[src/design/brm_pkg.sv]
// Package for the radix-2 Booth multiplier: field widths, digit grouping, pipeline item type.
// No dependencies; every other design file imports it.
package brm_pkg;

   localparam int OPERAND_W     = 32;
   localparam int PRODUCT_W     = 64;
   localparam int COUNT_W       = 6;
   localparam int CFG_W         = 6;
   // Booth digits retired by each accumulation stage
   localparam int GROUP_DIGITS  = 8;
   // multiplier with the implicit zero below bit 0 and zero padding above
   localparam int EXT_W         = OPERAND_W + GROUP_DIGITS + 1;
   localparam logic [CFG_W-1:0] WIDTH_RESET = 6'd32;

   typedef struct packed {
      logic [OPERAND_W-1:0] multiplicand;
      logic [OPERAND_W-1:0] multiplier;
      logic [PRODUCT_W-1:0] product;
      logic [COUNT_W-1:0]   nonzero_digits;
   } brm_item_type;

endpackage

[src/design/brm_if.sv]
// Channel interfaces of the Booth multiplier: operand request, product response, width write.
// Depends on brm_pkg for the field widths.
interface brm_req_if import brm_pkg::*; ();
   logic                 valid;
   logic                 ready;
   logic [OPERAND_W-1:0] multiplicand;
   logic [OPERAND_W-1:0] multiplier;

   modport source (output valid, output multiplicand, output multiplier, input ready);
   modport sink   (input valid, input multiplicand, input multiplier, output ready);
endinterface

interface brm_rsp_if import brm_pkg::*; ();
   logic                 valid;
   logic                 ready;
   logic [PRODUCT_W-1:0] product;
   logic [COUNT_W-1:0]   nonzero_digits;

   modport source (output valid, output product, output nonzero_digits, input ready);
   modport sink   (input valid, input product, input nonzero_digits, output ready);
endinterface

interface brm_csr_if import brm_pkg::*; ();
   logic             valid;
   logic             ready;
   logic [CFG_W-1:0] operand_width;

   modport source (output valid, output operand_width, input ready);
   modport sink   (input valid, input operand_width, output ready);
endinterface

[src/design/brm_booth_stage.sv]
// One accumulation stage: applies a group of radix-2 Booth digits to the running product.
// Depends on brm_pkg for the item type and group size.
module brm_booth_stage import brm_pkg::*; #(
   parameter int STAGE_IDX = 0
) (
   input  logic         clock,
   input  logic         reset,
   input  logic         up_valid,
   input  brm_item_type up_item,
   output logic         up_ready,
   output logic         dn_valid,
   input  logic         dn_ready,
   output brm_item_type dn_item
);

   localparam int LSB    = GROUP_DIGITS * STAGE_IDX;
   localparam int PART_W = OPERAND_W + GROUP_DIGITS + 2;

   logic                          valid_ff;
   brm_item_type                  item_ff;
   brm_item_type                  item_in;
   logic [EXT_W-1:0]              ext_mult;
   logic [GROUP_DIGITS:0]         window;
   logic signed [GROUP_DIGITS+1:0] group_val;
   logic signed [PART_W-1:0]      partial;
   logic [PRODUCT_W-1:0]          partial_ext;
   logic [3:0]                    digit_cnt;

   // load when empty or when the next stage takes our item
   assign up_ready = !valid_ff || dn_ready;

   // Booth window: bit 0 is the bit below the group, then the group's own bits
   always_comb begin
      ext_mult = {{GROUP_DIGITS{1'b0}}, up_item.multiplier, 1'b0};
      window   = ext_mult[LSB +: GROUP_DIGITS + 1];
   end

   // digit j = m[j-1] - m[j]; the group sums to window_low - window_high
   always_comb begin
      group_val = $signed({2'b00, window[GROUP_DIGITS-1:0]})
                - $signed({2'b00, window[GROUP_DIGITS:1]});
      digit_cnt = '0;
      for (int j = 0; j < GROUP_DIGITS; j++) begin
         digit_cnt = digit_cnt + 4'(window[j] ^ window[j+1]);
      end
   end

   // signed partial product of the group, sign-extended and weighted
   always_comb begin
      partial     = PART_W'($signed({1'b0, up_item.multiplicand})) * PART_W'(group_val);
      partial_ext = PRODUCT_W'(partial) << LSB;
      item_in                = up_item;
      item_in.product        = up_item.product + partial_ext;
      item_in.nonzero_digits = up_item.nonzero_digits + COUNT_W'(digit_cnt);
   end

   // hold valid across stalls
   always_ff @(posedge clock) begin
      if (reset) begin
         valid_ff <= 1'b0;
      end else if (up_ready) begin
         valid_ff <= up_valid;
      end
   end

   // advance the payload
   always_ff @(posedge clock) begin
      if (up_ready && up_valid) begin
         item_ff <= item_in;
      end
   end

   assign dn_valid = valid_ff;
   assign dn_item  = item_ff;

endmodule

[src/design/booth_radix2_multiplier.sv]
// Top level of the radix-2 Booth multiplier: width register, operand masking, stage chain.
// Depends on brm_pkg, the brm_*_if interfaces and brm_booth_stage.
//
//   channel   direction  carries                             transfer when
//   req_chan  in         multiplicand, multiplier            valid && ready
//   rsp_chan  out        product, nonzero_digits             valid && ready
//   csr_chan  in         operand_width                       valid && ready
//
// One operand pair enters per cycle while the request side is ready; a product passes
// through the masking stage and then one accumulation stage per eight Booth digits.
// Reset clears all stage valid bits and sets operand_width to 32.
// A stalled response holds its stage; upstream stages keep filling empty slots,
// so the request side stays ready until every stage holds an item.
// Width writes are always taken; change the width only while the pipeline is empty.
module booth_radix2_multiplier import brm_pkg::*; #(
   parameter int MAX_WIDTH = 32
) (
   input  logic     clock,
   input  logic     reset,
   brm_req_if.sink  req_chan,
   brm_rsp_if.source rsp_chan,
   brm_csr_if.sink  csr_chan
);

   localparam int NUM_GROUPS = (MAX_WIDTH + GROUP_DIGITS) / GROUP_DIGITS;
   localparam logic [CFG_W-1:0] MAX_W = CFG_W'(MAX_WIDTH);

   logic [CFG_W-1:0]     width_ff;
   logic [CFG_W-1:0]     eff_width;
   logic [OPERAND_W:0]   mask_wide;
   logic [OPERAND_W-1:0] op_mask;
   logic                 in_valid_ff;
   brm_item_type         in_item_ff;
   brm_item_type         in_item_in;

   logic                 stg_valid [0:NUM_GROUPS];
   logic                 stg_ready [0:NUM_GROUPS];
   brm_item_type         stg_item  [0:NUM_GROUPS];

   // width register
   assign csr_chan.ready = 1'b1;

   always_ff @(posedge clock) begin
      if (reset) begin
         width_ff <= WIDTH_RESET;
      end else if (csr_chan.valid) begin
         width_ff <= csr_chan.operand_width;
      end
   end

   // clamp width to 1..MAX_WIDTH and build the operand mask
   always_comb begin
      if (width_ff == '0) begin
         eff_width = CFG_W'(1);
      end else if (width_ff > MAX_W) begin
         eff_width = MAX_W;
      end else begin
         eff_width = width_ff;
      end
      mask_wide = ((OPERAND_W+1)'(1) << eff_width) - (OPERAND_W+1)'(1);
      op_mask   = mask_wide[OPERAND_W-1:0];
   end

   // masking stage: drop operand bits above the width, clear the accumulator
   always_comb begin
      in_item_in.multiplicand   = req_chan.multiplicand & op_mask;
      in_item_in.multiplier     = req_chan.multiplier & op_mask;
      in_item_in.product        = '0;
      in_item_in.nonzero_digits = '0;
   end

   assign req_chan.ready = !in_valid_ff || stg_ready[0];

   always_ff @(posedge clock) begin
      if (reset) begin
         in_valid_ff <= 1'b0;
      end else if (req_chan.ready) begin
         in_valid_ff <= req_chan.valid;
      end
   end

   always_ff @(posedge clock) begin
      if (req_chan.ready && req_chan.valid) begin
         in_item_ff <= in_item_in;
      end
   end

   assign stg_valid[0] = in_valid_ff;
   assign stg_item[0]  = in_item_ff;

   // Booth accumulation chain, eight digits per stage
   for (genvar g = 0; g < NUM_GROUPS; g++) begin : g_stage
      brm_booth_stage #(
         .STAGE_IDX (g)
      ) u_stage (
         .clock    (clock),
         .reset    (reset),
         .up_valid (stg_valid[g]),
         .up_item  (stg_item[g]),
         .up_ready (stg_ready[g]),
         .dn_valid (stg_valid[g+1]),
         .dn_ready (stg_ready[g+1]),
         .dn_item  (stg_item[g+1])
      );
   end

   // response from the last stage
   assign stg_ready[NUM_GROUPS] = rsp_chan.ready;
   assign rsp_chan.valid          = stg_valid[NUM_GROUPS];
   assign rsp_chan.product        = stg_item[NUM_GROUPS].product;
   assign rsp_chan.nonzero_digits = stg_item[NUM_GROUPS].nonzero_digits;

endmodule

[src/flat_wrapper.sv]
// flat-port wrapper written by rule: the top's interface ports become plain ports
module booth_radix2_multiplier_flat import brm_pkg::*;
#(
   parameter int MAX_WIDTH = 32
)
  (clock, reset, req_chan_valid, req_chan_multiplicand, req_chan_multiplier, req_chan_ready, rsp_chan_valid, rsp_chan_product, rsp_chan_nonzero_digits, rsp_chan_ready, csr_chan_valid, csr_chan_operand_width, csr_chan_ready);
  brm_req_if req_chan_i ();
  brm_rsp_if rsp_chan_i ();
  brm_csr_if csr_chan_i ();
  input  logic clock;
  input  logic reset;
  input wire logic [$bits(req_chan_i.valid)-1:0] req_chan_valid;
  input wire logic [$bits(req_chan_i.multiplicand)-1:0] req_chan_multiplicand;
  input wire logic [$bits(req_chan_i.multiplier)-1:0] req_chan_multiplier;
  output wire logic [$bits(req_chan_i.ready)-1:0] req_chan_ready;
  output wire logic [$bits(rsp_chan_i.valid)-1:0] rsp_chan_valid;
  output wire logic [$bits(rsp_chan_i.product)-1:0] rsp_chan_product;
  output wire logic [$bits(rsp_chan_i.nonzero_digits)-1:0] rsp_chan_nonzero_digits;
  input wire logic [$bits(rsp_chan_i.ready)-1:0] rsp_chan_ready;
  input wire logic [$bits(csr_chan_i.valid)-1:0] csr_chan_valid;
  input wire logic [$bits(csr_chan_i.operand_width)-1:0] csr_chan_operand_width;
  output wire logic [$bits(csr_chan_i.ready)-1:0] csr_chan_ready;
  assign req_chan_i.valid = req_chan_valid;
  assign req_chan_i.multiplicand = req_chan_multiplicand;
  assign req_chan_i.multiplier = req_chan_multiplier;
  assign req_chan_ready = req_chan_i.ready;
  assign rsp_chan_valid = rsp_chan_i.valid;
  assign rsp_chan_product = rsp_chan_i.product;
  assign rsp_chan_nonzero_digits = rsp_chan_i.nonzero_digits;
  assign rsp_chan_i.ready = rsp_chan_ready;
  assign csr_chan_i.valid = csr_chan_valid;
  assign csr_chan_i.operand_width = csr_chan_operand_width;
  assign csr_chan_ready = csr_chan_i.ready;
  booth_radix2_multiplier #(.MAX_WIDTH(MAX_WIDTH)) u_core (.clock(clock), .reset(reset), .req_chan(req_chan_i), .rsp_chan(rsp_chan_i), .csr_chan(csr_chan_i));
endmodule
[config.mk]
export PLATFORM = sky130hd
export DESIGN_NAME = booth_radix2_multiplier_flat
export DESIGN_NICKNAME = d
export VERILOG_FILES = /design/src/design/brm_pkg.sv /design/src/design/brm_if.sv /design/src/design/brm_booth_stage.sv /design/src/design/booth_radix2_multiplier.sv /design/src/flat_wrapper.sv
export SDC_FILE = /design/constraint.sdc
export NUM_CORES = 2
export LEC_CHECK = 0
export BUFFER_PORTS_ARGS = -buffer_cell sky130_fd_sc_hd__buf_2
export CORE_MARGIN = 3
export CORE_UTILIZATION = 64
export DETAILED_ROUTE_END_ITERATION = 7
export GPL_ROUTABILITY_DRIVEN = 0
export HOLD_SLACK_MARGIN = 0.03
export PLACE_DENSITY = 0.79
export SETUP_SLACK_MARGIN = 0.02
export SYNTH_ARGS = -nofsm -noshare
export SYNTH_HDL_FRONTEND = slang
export SYNTH_SLANG_ARGS = --single-unit
[constraint.sdc]
create_clock -name clock -period 10.5 [get_ports clock]
set_input_delay 1.05 -clock clock [delete_from_list [all_inputs] [get_ports clock]]
set_output_delay 1.05 -clock clock [all_outputs]
set_load 0.01 [all_outputs]
==> out/qor.yml <==
synth:
  yosys_warnings: 0
  syn_avg_cell_area_um2: 10.6
  ys_types: 85
  synth-async-reset-ratio_pct: 0
  yosys_most_used_dff: "edfxtp_1"
  netlist_area_mm2: 0.0634
  ys_ff_latch: 568
  synth-edff-count: 556
  seq_area_frac_synth_pct: 26.7
  syn_inst: 6013
timing:
  post-route-min-period_ns: 9.77
  max_freq_mhz: 102
  layout_setup_ws_ns: 0.735
  setup_viol: 0
  maxSlewHeadroom_pct: 38.6
  fin_skew_ns: 0.0372
  finalSetupTns_ns: 0
  slew_violations: 0
  worstMarginPinSlew_ns: 0.921
  hold_viol: 0
  rsz0062_at_grt: "false"
  fin_crit_sh_pct: 93.0
floorplan:
  die_width_um: 321
  die_area_mm2: 0.103
  ioPinCount: 148
  start_util_pct: 65.1
  rows: 114
  core_area_mm2: 0.0974
  die_y_um: 321
clocking:
  clk_pin_slew_ns: 0.06
  clk_latency_ns: 0.65
  postCtsSetupBuffers: 0
  root_buffer: "clkbuf_16"
  cts_resized: 0
  cts_buffers: 67
  cts_max_path_buffers: 3
  htreeDepth: 3
  clock_sinks: 568
  ctsHoldBuffers: 0
  cts_tree: "yes"
drt:
  drc: 0
  wl_um: 142000
  ant_nets: 0
  vias_per_cell: 5.82
  wl_per_cell_um: 19.1
  dr_total_vias: 43300
  dr.pass1.iters: 5
  drt_iter0_markers: 2985
layout:
  fillers: 7065
  layout.area.seq_mm2: 0.0169
  layout-drive-gt1-share_pct: 6.87
  layout.cells.non_filler: 7437
  area_growth_pct: 7.25
  multi_input_area_mm2: 0.0432
  nets: 7667
  diodes: 0
  final_cell_mix: "fa_1, inv_1, ha_1"
  mostFrequentLayoutCell: "fa_1"
worst_setup_path:
  critPathTopFamily: "compound AO/OA/AOI/OAI gates"
  critPathBufInv: 4
  crit_arrival_ns: 10.14
  required_ns: 10.87
  crit_fanout: 10
  critPathMaxStageDelay_ns: 0.52
  crit_slowest_cell: "a41oi_1"
  cp-end-kind: "flip-flop"
  crit_type: "flip-flop to flip-flop"
  worstSetupStartpointType: "flip-flop"
job:
  cap_violations: 0
placement:
  hpwl_um: 116000
  dp_slack_ns: 0.819
  io_buffers: 146
  dp.cells: 7316
global_route:
  grt_pass1_vias: 45500
  grt_antenna_before_repair: 0
  overflow: 0
  grt_start_max_net_pins: 74
  track_usage_pct: 28.4
  grt_pass1_wl_um: 233000
status:
  status: "complete, no violations"
worst_hold_path:
  min_path_type: "flip-flop to flip-flop"
==> synth_stat cells, types with 8 or more instances <==
cell type  count  area (µm²)
nand2b_1     137         857
a21boi_0      17         128
and2_1       586        3670
fa_1         870       17400
buf_1         38         143
a211o_1        8        70.1
nand2_1      514        1930
or2_2         54         338
nand4_1       15        93.8
dfxtp_1       12         240
a21o_1       150        1130
o21bai_1      47         353
and3_1        43         269
a21oi_1      292        1460
nand3_1       60         300
xor2_1        86         753
nor2_1       260         976
xnor2_1      223        1950
o31ai_1        8        60.1
nor3_1        26         130
clkbuf_1     139         522
edfxtp_1     556       16700
o21ai_1       21         105
a31o_2         8        70.1
inv_1        754        2830
ha_1         613        7670
o21a_1        45         338
or3_1         14        87.6
nor2b_1       82         513
a31oi_1       31         194
o21ai_0      152         761
a211oi_1      28         210
==> worst reg2reg max path: cells and delay by family (launching register included) <==
kind | cells | cell delay (ns)
AO/OA/AOI/OAI | 18 | 3.97
adder cells (fa/ha/maj) | 8 | 3.38
AND/OR/NAND/NOR | 6 | 0.89
XOR/XNOR | 3 | 0.56
flip-flops | 1 | 0.44
buffers and inverters | 4 | 0.24
==> cell type report <==
type                       instances  area share (%)
multi-input combinational       4513            63.4
sequential                       568            24.9
clock buffer                      76            2.54
inverter                         754            4.16
tap                             1276            2.35
timing repair buffer             205            1.74
clock inverter                    45           0.868
==> routing by layer <==
layer / track usage (%) / share of wire [%] / vias to the layer above
li1: - / - / 19900
met1: 36.1 / 40 / 21600
met2: 49.2 / 50 / 1438
met3: 4.26 / 6.2 / 330
met4: 11.6 / 4.3 / 0
met5: 0 / 0 / -
==> logic make-up after synthesis <==
kind of cell / synth area share [%]
AO/OA/AOI/OAI: 9.03
XOR/XNOR: 4.29
adder cells (fa/ha/maj): 39.5
buffers and inverters: 5.53
flip-flops: 26.7
multiplexers: 0.130
other: 0.00591
AND/OR/NAND/NOR: 14.8
==> path summary, 6_finish.rpt <==
path                                                       startpoint                                     to  slack (ns)  cells after the start
worst min register to register  u_core.g_stage[3].u_stage.dn_item[13]  u_core.g_stage[4].u_stage.dn_item[13]        0.42                      0
worst max-delay path            u_core.g_stage[1].u_stage.dn_item[86]  u_core.g_stage[2].u_stage.dn_item[63]        0.73                     39
worst max register to register  u_core.g_stage[1].u_stage.dn_item[86]  u_core.g_stage[2].u_stage.dn_item[63]        0.73                     39
worst min-delay path            u_core.g_stage[3].u_stage.dn_item[13]  u_core.g_stage[4].u_stage.dn_item[13]        0.42                      0
==> through the flow <==
| stage | area (µm²) | util, % | hold slack [ns] |
|---|---|---|---|
| after floorplan | 63400 | - | 0.400 |
| after global routing | 68000 | 69.8 | 0.416 |
| after detailed placement | 65700 | 67.5 | 0.405 |
| after global placement | 65700 | 67.5 | 0.401 |
| final | 68000 | 69.8 | 0.415 |
| after CTS | 68000 | 69.8 | 0.415 |
==> flip-flops by register name, summed over array words and instances (netlist names) <==
register	count
u_core.in_item_ff	64
u_core.g_stage.u_stage.dn_item	492
u_core.width_ff	6
u_core.g_stage.u_stage.dn_valid	5
u_core.in_valid_ff	1
Power is not shown: default switching activity piles up to over one toggle a cycle in this logic, so the estimate is an artifact.
